===== src/hdl/qsu_pkg.sv =====
// Package for the quoted string unescaper.
// Holds the parse mode type, character codes, result struct and decode helpers.
// No dependencies.
package qsu_pkg;

    localparam logic [7:0] QUOTE_CH  = 8'h22;
    localparam logic [7:0] BSLASH_CH = 8'h5C;
    localparam logic [7:0] SQUOTE_CH = 8'h27;
    localparam logic [7:0] X_CH      = 8'h78;

    typedef enum logic [2:0] {
        MODE_OPEN = 3'd0,
        MODE_BODY = 3'd1,
        MODE_ESC  = 3'd2,
        MODE_HEX1 = 3'd3,
        MODE_HEX2 = 3'd4
    } t_mode;

    // One decoded result; emit marks that the input item produces a transaction.
    typedef struct packed {
        logic       emit;
        logic [7:0] out_byte;
        logic       has_byte;
        logic       end_of_string;
        logic       malformed;
    } t_result;

    typedef struct packed {
        logic       ok;
        logic [3:0] val;
    } t_hex;

    typedef struct packed {
        logic       known;
        logic [7:0] val;
    } t_esc;

    function automatic t_hex hex_value(input logic [7:0] c);
        t_hex h;
        h.ok  = 1'b1;
        h.val = 4'd0;
        case (c) inside
            [8'h30:8'h39]: h.val = c[3:0];
            [8'h61:8'h66],
            [8'h41:8'h46]: h.val = c[3:0] + 4'd9;
            default:       h.ok  = 1'b0;
        endcase
        return h;
    endfunction

    function automatic t_esc escape_value(input logic [7:0] c);
        t_esc e;
        e.known = 1'b1;
        case (c)
            8'h61:     e.val = 8'd7;
            8'h62:     e.val = 8'd8;
            8'h66:     e.val = 8'd12;
            8'h6E:     e.val = 8'd10;
            8'h72:     e.val = 8'd13;
            8'h74:     e.val = 8'd9;
            8'h76:     e.val = 8'd11;
            SQUOTE_CH: e.val = SQUOTE_CH;
            QUOTE_CH:  e.val = QUOTE_CH;
            BSLASH_CH: e.val = BSLASH_CH;
            default: begin
                e.known = 1'b0;
                e.val   = 8'd0;
            end
        endcase
        return e;
    endfunction

endpackage


===== src/hdl/qsu_in_if.sv =====
// Input channel of the quoted string unescaper: valid/ready plus one raw byte.
// No dependencies.
interface qsu_in_if;
    logic       valid;
    logic       ready;
    logic [7:0] in_byte;
    logic       final_byte;

    modport source (output valid, output in_byte, output final_byte, input ready);
    modport sink   (input valid, input in_byte, input final_byte, output ready);
endinterface


===== src/hdl/qsu_out_if.sv =====
// Output channel of the quoted string unescaper: valid/ready plus one result.
// No dependencies.
interface qsu_out_if;
    logic       valid;
    logic       ready;
    logic [7:0] out_byte;
    logic       has_byte;
    logic       end_of_string;
    logic       malformed;

    modport source (output valid, output out_byte, output has_byte,
                    output end_of_string, output malformed, input ready);
    modport sink   (input valid, input out_byte, input has_byte,
                    input end_of_string, input malformed, output ready);
endinterface


===== src/hdl/quoted_string_unescaper.sv =====
// Quoted string unescaper: takes a double-quoted, C-escaped string one byte per
// transaction and delivers the decoded bytes, then one end-of-string transaction.
// A byte is registered on input, decoded by the parse state machine, and the
// result is registered on output, so the block accepts one byte every cycle
// unless a byte with a result waits on a blocked output. Both registers advance
// independently: a waiting result does not stop a byte that yields no result
// (opening quote, backslash, first hex digit, unknown escape) from being taken.
// Escapes a b f n r t v ' " \ and \xHH (either case) are decoded; an unknown
// escape letter drops both characters; an invalid hex digit counts as zero and
// marks the string. The transaction for the byte flagged final_byte carries
// end_of_string, no data, and malformed = 1 when the string must be discarded
// (bad opening or closing quote, string ending inside an escape, bad hex digit).
// Depends on qsu_pkg, qsu_in_if, qsu_out_if and qsu_decode.
module quoted_string_unescaper (
    input  logic  i_clk,
    input  logic  i_rst_n,
    qsu_in_if.sink    i_in,
    qsu_out_if.source o_out
);
    import qsu_pkg::*;

    // input register
    logic       r_in_valid;
    logic [7:0] r_in_byte;
    logic       r_in_final;

    // result register
    logic       r_out_valid;
    t_result    r_out;

    t_result    w_result;
    logic       w_out_free;
    logic       w_advance;
    logic       w_in_take;

    qsu_decode u_decode (
        .i_clk     (i_clk),
        .i_rst_n   (i_rst_n),
        .i_advance (w_advance),
        .i_byte    (r_in_byte),
        .i_final   (r_in_final),
        .o_result  (w_result)
    );

    // The result register is free when empty or emptied this cycle.
    assign w_out_free = !r_out_valid || o_out.ready;
    // Advance the held byte unless it has a result and the output is blocked.
    assign w_advance  = r_in_valid && (!w_result.emit || w_out_free);
    assign i_in.ready = !r_in_valid || w_advance;
    assign w_in_take  = i_in.valid && i_in.ready;

    always_ff @(posedge i_clk) begin
        if (!i_rst_n) begin
            r_in_valid <= 1'b0;
        end else if (i_in.ready) begin
            r_in_valid <= i_in.valid;
        end
    end

    always_ff @(posedge i_clk) begin
        if (w_in_take) begin
            r_in_byte  <= i_in.in_byte;
            r_in_final <= i_in.final_byte;
        end
    end

    always_ff @(posedge i_clk) begin
        if (!i_rst_n) begin
            r_out_valid <= 1'b0;
        end else if (w_out_free) begin
            r_out_valid <= w_advance && w_result.emit;
        end
    end

    always_ff @(posedge i_clk) begin
        if (w_advance && w_result.emit && w_out_free) begin
            r_out <= w_result;
        end
    end

    assign o_out.valid         = r_out_valid;
    assign o_out.out_byte      = r_out.out_byte;
    assign o_out.has_byte      = r_out.has_byte;
    assign o_out.end_of_string = r_out.end_of_string;
    assign o_out.malformed     = r_out.malformed;

    a_full_take_advances: assert property (@(posedge i_clk) disable iff (!i_rst_n)
        w_in_take && r_in_valid |-> w_advance)
        else $error("input register overwritten before its byte advanced");

    a_blocked_holds: assert property (@(posedge i_clk) disable iff (!i_rst_n)
        r_out_valid && !o_out.ready |=> r_out_valid && $stable(r_out))
        else $error("stalled result changed");

endmodule


===== src/hdl/qsu_decode.sv =====
// Parse state machine of the quoted string unescaper.
// Decodes the byte held in the input register; depends on qsu_pkg.
module qsu_decode (
    input  logic             i_clk,
    input  logic             i_rst_n,
    input  logic             i_advance,
    input  logic [7:0]       i_byte,
    input  logic             i_final,
    output qsu_pkg::t_result o_result
);
    import qsu_pkg::*;

    t_mode      r_mode, n_mode;
    logic [3:0] r_nibble, n_nibble;
    logic       r_error, n_error;
    t_hex       w_hex;
    t_esc       w_esc;

    assign w_hex = hex_value(i_byte);
    assign w_esc = escape_value(i_byte);

    // next state
    always_comb begin
        n_mode   = r_mode;
        n_nibble = r_nibble;
        n_error  = r_error;
        if (i_final) begin
            n_mode   = MODE_OPEN;
            n_nibble = 4'd0;
            n_error  = 1'b0;
        end else begin
            case (r_mode)
                MODE_OPEN: begin
                    if (i_byte != QUOTE_CH) n_error = 1'b1;
                    n_mode = MODE_BODY;
                end
                MODE_ESC: begin
                    n_mode = (i_byte == X_CH) ? MODE_HEX1 : MODE_BODY;
                end
                MODE_HEX1: begin
                    if (!w_hex.ok) n_error = 1'b1;
                    n_nibble = w_hex.val;
                    n_mode   = MODE_HEX2;
                end
                MODE_HEX2: begin
                    if (!w_hex.ok) n_error = 1'b1;
                    n_nibble = 4'd0;
                    n_mode   = MODE_BODY;
                end
                default: begin
                    n_mode = (i_byte == BSLASH_CH) ? MODE_ESC : MODE_BODY;
                end
            endcase
        end
    end

    // outputs
    always_comb begin
        o_result = '0;
        if (i_final) begin
            o_result.emit          = 1'b1;
            o_result.end_of_string = 1'b1;
            o_result.malformed     = r_error || (i_byte != QUOTE_CH) ||
                                     (r_mode != MODE_BODY);
        end else begin
            case (r_mode)
                MODE_OPEN, MODE_HEX1: ;
                MODE_ESC: begin
                    if (i_byte != X_CH && w_esc.known) begin
                        o_result.emit     = 1'b1;
                        o_result.has_byte = 1'b1;
                        o_result.out_byte = w_esc.val;
                    end
                end
                MODE_HEX2: begin
                    o_result.emit     = 1'b1;
                    o_result.has_byte = 1'b1;
                    o_result.out_byte = {r_nibble, w_hex.val};
                end
                default: begin
                    if (i_byte != BSLASH_CH) begin
                        o_result.emit     = 1'b1;
                        o_result.has_byte = 1'b1;
                        o_result.out_byte = i_byte;
                    end
                end
            endcase
        end
    end

    always_ff @(posedge i_clk) begin
        if (!i_rst_n) begin
            r_mode   <= MODE_OPEN;
            r_nibble <= 4'd0;
            r_error  <= 1'b0;
        end else if (i_advance) begin
            r_mode   <= n_mode;
            r_nibble <= n_nibble;
            r_error  <= n_error;
        end
    end

    a_final_clears: assert property (@(posedge i_clk) disable iff (!i_rst_n)
        i_advance && i_final |=> r_mode == MODE_OPEN && !r_error)
        else $error("state not cleared after end of string");

    a_hex_sequence: assert property (@(posedge i_clk) disable iff (!i_rst_n)
        i_advance && !i_final && r_mode == MODE_HEX1 |=> r_mode == MODE_HEX2)
        else $error("first hex digit not followed by second");

    a_nibble_idle: assert property (@(posedge i_clk) disable iff (!i_rst_n)
        r_mode != MODE_HEX2 |-> r_nibble == 4'd0)
        else $error("stale high nibble outside hex escape");

endmodule

===== src/flat_wrapper.sv =====
// flat-port wrapper written by rule: the top's interface ports become plain ports
module quoted_string_unescaper_flat import qsu_pkg::*;
  (i_clk, i_rst_n, i_in_valid, i_in_in_byte, i_in_final_byte, i_in_ready, o_out_valid, o_out_out_byte, o_out_has_byte, o_out_end_of_string, o_out_malformed, o_out_ready);
  qsu_in_if i_in_i ();
  qsu_out_if o_out_i ();
  input  logic i_clk;
  input  logic i_rst_n;
  input wire logic [$bits(i_in_i.valid)-1:0] i_in_valid;
  input wire logic [$bits(i_in_i.in_byte)-1:0] i_in_in_byte;
  input wire logic [$bits(i_in_i.final_byte)-1:0] i_in_final_byte;
  output wire logic [$bits(i_in_i.ready)-1:0] i_in_ready;
  output wire logic [$bits(o_out_i.valid)-1:0] o_out_valid;
  output wire logic [$bits(o_out_i.out_byte)-1:0] o_out_out_byte;
  output wire logic [$bits(o_out_i.has_byte)-1:0] o_out_has_byte;
  output wire logic [$bits(o_out_i.end_of_string)-1:0] o_out_end_of_string;
  output wire logic [$bits(o_out_i.malformed)-1:0] o_out_malformed;
  input wire logic [$bits(o_out_i.ready)-1:0] o_out_ready;
  assign i_in_i.valid = i_in_valid;
  assign i_in_i.in_byte = i_in_in_byte;
  assign i_in_i.final_byte = i_in_final_byte;
  assign i_in_ready = i_in_i.ready;
  assign o_out_valid = o_out_i.valid;
  assign o_out_out_byte = o_out_i.out_byte;
  assign o_out_has_byte = o_out_i.has_byte;
  assign o_out_end_of_string = o_out_i.end_of_string;
  assign o_out_malformed = o_out_i.malformed;
  assign o_out_i.ready = o_out_ready;
  quoted_string_unescaper u_core (.i_clk(i_clk), .i_rst_n(i_rst_n), .i_in(i_in_i), .o_out(o_out_i));
endmodule

===== config.mk =====
export PLATFORM = sky130hd
export DESIGN_NAME = quoted_string_unescaper_flat
export DESIGN_NICKNAME = d
export VERILOG_FILES = /design/src/hdl/qsu_pkg.sv /design/src/hdl/qsu_in_if.sv /design/src/hdl/qsu_out_if.sv /design/src/hdl/quoted_string_unescaper.sv /design/src/hdl/qsu_decode.sv /design/src/flat_wrapper.sv
export SDC_FILE = /design/constraint.sdc
export NUM_CORES = 1
export LEC_CHECK = 0
export BUFFER_PORTS_ARGS = -buffer_cell sky130_fd_sc_hd__buf_2
export CAP_MARGIN = 0
export CORE_MARGIN = 4
export CORE_UTILIZATION = 60
export CTS_CLUSTER_DIAMETER = 100
export DETAILED_ROUTE_END_ITERATION = 12
export MAX_ROUTING_LAYER = met4
export PLACE_DENSITY = 0.85
export SYNTH_ARGS = -nofsm -noshare
export SYNTH_HDL_FRONTEND = slang
export SYNTH_SLANG_ARGS = --single-unit

===== constraint.sdc =====
create_clock -name i_clk -period 6.41 [get_ports i_clk]
set_input_delay 0.9615 -clock i_clk [delete_from_list [all_inputs] [get_ports i_clk]]
set_output_delay 0.9615 -clock i_clk [all_outputs]
set_load 0.02 [all_outputs]

Word-level counts from Yosys, hierarchy flattened. Cells that the tools add are included.

Equality and inequality tests: 20. Reduce and logical (&&, ||, !) cells: 26. $add $sub $neg: 1. Order comparisons: 6. Muxes and demuxes: 21.

Operators with widths (count): $eq 8x7->1 const B (9); $pmux 7 s10 (1); $pmux 10 s3 (1); $mux 10 (2); $eq 8x6->1 const B (2); $ge 8x7->1 const B (2); $le 8x7->1 const B (2); $ne 8x7->1 const B (2); $mux 4 (3); $reduce_or 10->1 (1); $pmux 3 s3 (1); $ge 8x6->1 const B (1); $le 8x6->1 const B (1); $logic_and 1x1->1 (8); $ne 8x6->1 const B (1); $pmux 4 s2 (1); $reduce_or 2->1 (4); $mux 1 (7); $eq 3x2->1 const B (2); $mux 2 (3); $ne 3x2->1 const B (2); $reduce_bool 3->1 (2); $logic_or 1x1->1 (5); $add 4x4->4 const B (1); other kinds (8) (10).

Output and inout bits: 13. Register bits after elaboration: 30. Input port bits: 13. Logic and storage cells: 85.

Depth between registers and ports, before layout.
Depth in word-level cells: 12. Depth in mapped cells: 7. Gate-level depth less buffers: 7.

Cells and area by module. A second synthesis with hierarchy kept.

Cell total of the unflattened synthesis: 188. Area total of the unflattened synthesis: 1875.5 sq um.

By module, submodules not included: qsu_decode (area each 1157.4 sq um, sequential area each 160.2 sq um, times used 1, cells an instance 156); quoted_string_unescaper (area each 718.2 sq um, sequential area each 640.6 sq um, times used 1, cells an instance 32).

Worst setup path before layout. No wires, ideal clock.

Path type: register -> output. Start: register u_core.r_in_byte[0]. End: output port i_in_ready. Arrival time: 2004 ps. Stages on the path, launching flop included: 8. Buffers on the path: 0. Setup slack: 3445 ps. Data required time: 5448 ps. Cell sequence: edfxtp_1 inv_1 ha_1 nand3b_1 nor2_1 o31a_2 nor3b_2 or2_1.

Longest elaborated chain between the ends: 11. Elaborated cells between the ends (all ways): 23. Those cells by class: eq/ne: 12; mux: 5; reduce/logical: 6.

Ends and longest elaborated chain: from (decl) (RTL line quoted_string_unescaper.sv:24) `logic [7:0] r_in_byte;`; from (signal assigned) (RTL line quoted_string_unescaper.sv:62) `r_in_byte <= i_in.in_byte;`; $eq 8x7->1 or $eq 8x6->1 (tied branches) (RTL line qsu_pkg.sv:54) `case (c)`; $reduce_or 10->1 (no line); $mux 1 (RTL line qsu_pkg.sv:54); $logic_and 1x1->1 (RTL line qsu_decode.sv:69) `if (i_byte != X_CH && w_esc.known) begin`; $mux 10 (RTL line qsu_decode.sv:69); $pmux 10 s3 * (RTL line qsu_decode.sv:66) `case (r_mode)`; $mux 1 * (RTL line qsu_decode.sv:60) `if (i_final) begin`; $logic_not 1->1 * (RTL line quoted_string_unescaper.sv:48) `assign w_advance = r_in_valid && (!w_result.emit || w_out_free);`; $logic_or 1x1->1 * (RTL line quoted_string_unescaper.sv:48); $logic_and 1x1->1 * (RTL line quoted_string_unescaper.sv:48); $logic_or 1x1->1 * (RTL line quoted_string_unescaper.sv:49) `assign i_in.ready = !r_in_valid || w_advance;`; to (decl) (RTL line flat_wrapper.sv:11) `output wire logic [$bits(i_in_i.ready)-1:0] i_in_ready;`.

Mark *: on every way between the ends. The rest lies on a longest branch, timed or not.

Worst setup path after layout. Ends and elaborated chain as after synthesis.

==> metrics.md <==
| Metric | Value |
|---|---|
| Number of synthesized flops with an enable pin | `20` |
| WHS Path Cells | `1` |
| Gr usage total | `24.80%` |
| Synth cell count leaders | `20 x edfxtp_1, 13 x a21oi_1, 12 x nor2_1` |
| Number of port buffers | `25` |
| Sequential share of the synthesized area | `40.61%` |
| Post-synthesis xor/xnor area fraction | `0.8883%` |
| Status | `finished clean` |
| Vias/cell | `6.596` |
| Main flop type after synthesis | `edfxtp_1` |
| GPL Wtd Cong | `0.9311` |
| Starting Density | `63.55%` |
| Worst Path Required | `5.45 ns` |
| Final Setup Violations | `0` |
| Min Tclk post-route | `3.630 ns` |
| Cts bufs inserted | `5` |
| Slew Viols, Final | `0` |
| Arr. time, crit path | `2.67 ns` |
| End of the worst register-to-register path | `u_core.r_in_byte[3]` |
| Post-Synth Adder-Cell Area | `3.173%` |
| Htree depth | `2` |
| Filler cells | `246` |
| Worst min path class | `flop to flop` |
| Rel. slew slack | `49.69%` |
| Compound-Gate Fraction of Synth Area | `24.62%` |
| Lkg Pwr | `0.0007998 uW` |
| Ranking of synthesized cells by area | `edfxtp_1 30%, dfxtp_1 10%, a21oi_1 3.3%` |
| Post-synthesis mux area share | `1.523%` |
| Hold EP | `u_core.u_decode.r_nibble[2]` |
| Chip width | `65.33 um` |
| Syn avg cell area | `9.909 um2` |
| Library cells used by synthesis | `58` |
| WL/cell | `17.60 um` |
| I/O pin count | `26` |
| Max clock buf depth | `2` |
| Seq cells post-synth | `30` |
| Top cell type's share of synthesized area | `30.46%` |
| Core Rows | `20` |
| Fin Setup TNS | `0 ns` |
| Global-route wire length before repair | `7.810 mm` |
| Post-Synth Simple-Gate Area | `24.94%` |
| R2r worst-path depth | `7` |
| Core area | `3103 um2` |
| CTS Root Cell | `clkbuf_4` |
| Ys Warns | `0` |
| N_diodes | `0` |
| Max-Cap Viols | `0` |
| Largest net degree at the start of global routing | `25` |
| CTS sink cnt | `30` |
| Part of the cycle the worst path needs | `56.63%` |
| Syn nets | `217` |
| Synth Instances | `199` |
| Setup WS post-layout | `2.780 ns` |
| Worst R2R Start | `u_core.r_in_byte[0]` |
| Layout cell share with drive strength beyond 1 | `19.28%` |
| Worst IR Drop VDD | `196.5 uV` |
| Post-synth ARST share | `0%` |
| Drt pass-1 iters | `4` |
| Max Clock Freq | `275.5 MHz` |
| FF-to-FF setup slack | `3.64 ns` |
| Clk Latency, worst-skew pair | `0.35 ns` |
| RSZ-0062 raised after global routing | `false` |
| Final nets | `240` |
| Routed wire length | `4.698 mm` |
| Cell taking the most area after synthesis | `edfxtp_1` |
| Post-CTS Setup Inserts | `0` |
| Skew final | `0.01643 ns` |
| Synthesized cell area | `1972 um2` |
| Die area | `4267 um2` |
| CTS tree | `yes` |
| Main combinational cell family by area after synthesis | `simple AND/OR/NAND/NOR gates` |
| Hold buffer count at CTS | `0` |
| Clock Pin Slew Worst Setup and Hold Paths | `0.10 ns` |
| Critical Path Source Type | `flop` |
| Layout area overhead | `11.93%` |
| Residual DRC | `0` |
| Most common cell in the netlist | `edfxtp_1` |
| Initial DRC count | `206` |
| Post-detail-place hpwl | `3.315 mm` |
| DP Worst Slack | `3.191 ns` |
| Min-Delay Startpoint | `u_core.u_decode.r_nibble[2]` |
| Initial antenna violation count | `0` |
| Die Ht | `65.33 um` |
| Via count | `1,761` |
| Critical path capture point type | `primary output` |
| Vias in the first global route | `1,619` |
| Slew @ Worst Pin | `0.7546 ns` |
| Hold Violations, Final | `0` |
| Post-cts resize count | `0` |
| Worst setup path class | `flop to primary output` |
| Power per cell area | `212.9 nW/um2` |
| Worst Path Max Fanout | `8` |
| Total congestion overflow | `0` |
| Final ANT Viol Nets | `0` |
routing by layer:
layer	vias up	part of all wire, %	track usage, %
met1	811	43	31.80
li1	831	-	-
met4	0	2.3	9.067
met2	105	47	38.18
met5	-	0	-
met3	14	8.3	6.154
final cells by class:
| cell class | instances | area, um2 | area share [%] |
|---|---|---|---|
| clock buffers | 5 | 37.54 | 1.701 |
| clock inverters | 3 | 63.81 | 2.891 |
| inverters | 6 | 22.52 | 1.020 |
| multi-input cells | 152 | 1087 | 49.26 |
| flip-flops and latches | 30 | 800.8 | 36.28 |
| well taps | 44 | 55.05 | 2.494 |
| repair buffers | 27 | 140.1 | 6.349 |
through the flow:
step | instances | total power, uW | hold slack [ns] | cell area, um2 | utilization, %
finish | 267 | 469.8 | 0.4839 | 2207 | 71.13
global route | 267 | 490.9 | 0.4941 | 2207 | 71.13
CTS | 267 | 471.2 | 0.4782 | 2207 | 71.13
detailed placement | 259 | 283.6 | 0.4484 | 2106 | 67.86
global placement | 259 | 282.8 | 0.4494 | 2106 | 67.86
floorplan | 199 | 267.5 | 0.4244 | 1972 | -
flip-flops by register name (all words and copies together) (netlist names):
signal	count
u_core.o_out.has_byte	1
u_core.o_out.end_of_string	1
u_core.u_decode.r_mode	3
u_core.u_decode.r_error	1
u_core.r_in_valid	1
u_core.u_decode.r_nibble	4
u_core.r_in_byte	8
u_core.o_out.malformed	1
u_core.o_out.out_byte	8
u_core.r_in_final	1
u_core.o_out.valid	1
power breakdown:
group | switching (uW) | internal, uW
Clock | 68.5 | 120
Sequential | 13.4 | 215
Combinational | 31.8 | 21.2
Total | 114 | 356
cells by family (layout without fill, tap and decap cells):
family / Yosys count / in the layout
XOR/XNOR: 2 / 2
multiplexers: 3 / 3
AO/OA/AOI/OAI: 64 / 64
adder cells (fa/ha/maj): 5 / 5
AND/OR/NAND/NOR: 78 / 78
buffers and inverters: 17 / 41
flip-flops: 30 / 30
how the worst max path moves through the flow:
stage,start,to,slack [ns]
detailed placement,u_core.r_in_byte[0],i_in_ready,3.19
floorplan,u_core.r_in_byte[0],i_in_ready,3.44
CTS,u_core.r_in_byte[0],i_in_ready,2.78
global route,u_core.r_in_byte[0],i_in_ready,2.61
global placement,u_core.r_in_byte[0],i_in_ready,3.27
finish,u_core.r_in_byte[0],i_in_ready,2.78
cells in the final DEF (no fill, tap or decap), types with 3 or more instances in the layout:
cell / count
a21oi_1: 13
a22oi_1: 6
and2_1: 4
and3b_1: 3
buf_2: 25
clkbuf_4: 5
dfxtp_1: 10
edfxtp_1: 20
ha_1: 5
inv_1: 6
mux2i_1: 3
nand2_1: 7
nand3_1: 8
nand3b_1: 4
nand4_1: 5
nor2_1: 12
nor2b_1: 5
nor3_1: 6
nor3b_1: 4
o21a_1: 3
o21ai_0: 7
o21ai_1: 4
o2bb2ai_1: 4
worst max-delay path, stage by stage, from the launching register on:
cell and delay, ns:
edfxtp_1 0.56, inv_1 0.15, ha_1 0.27, nand3b_1 0.15
nor2_1 0.14, o31a_2 0.44, nor3b_2 0.31, or2_1 0.14
buf_2 0.15
(Power assumes the default switching activity.)
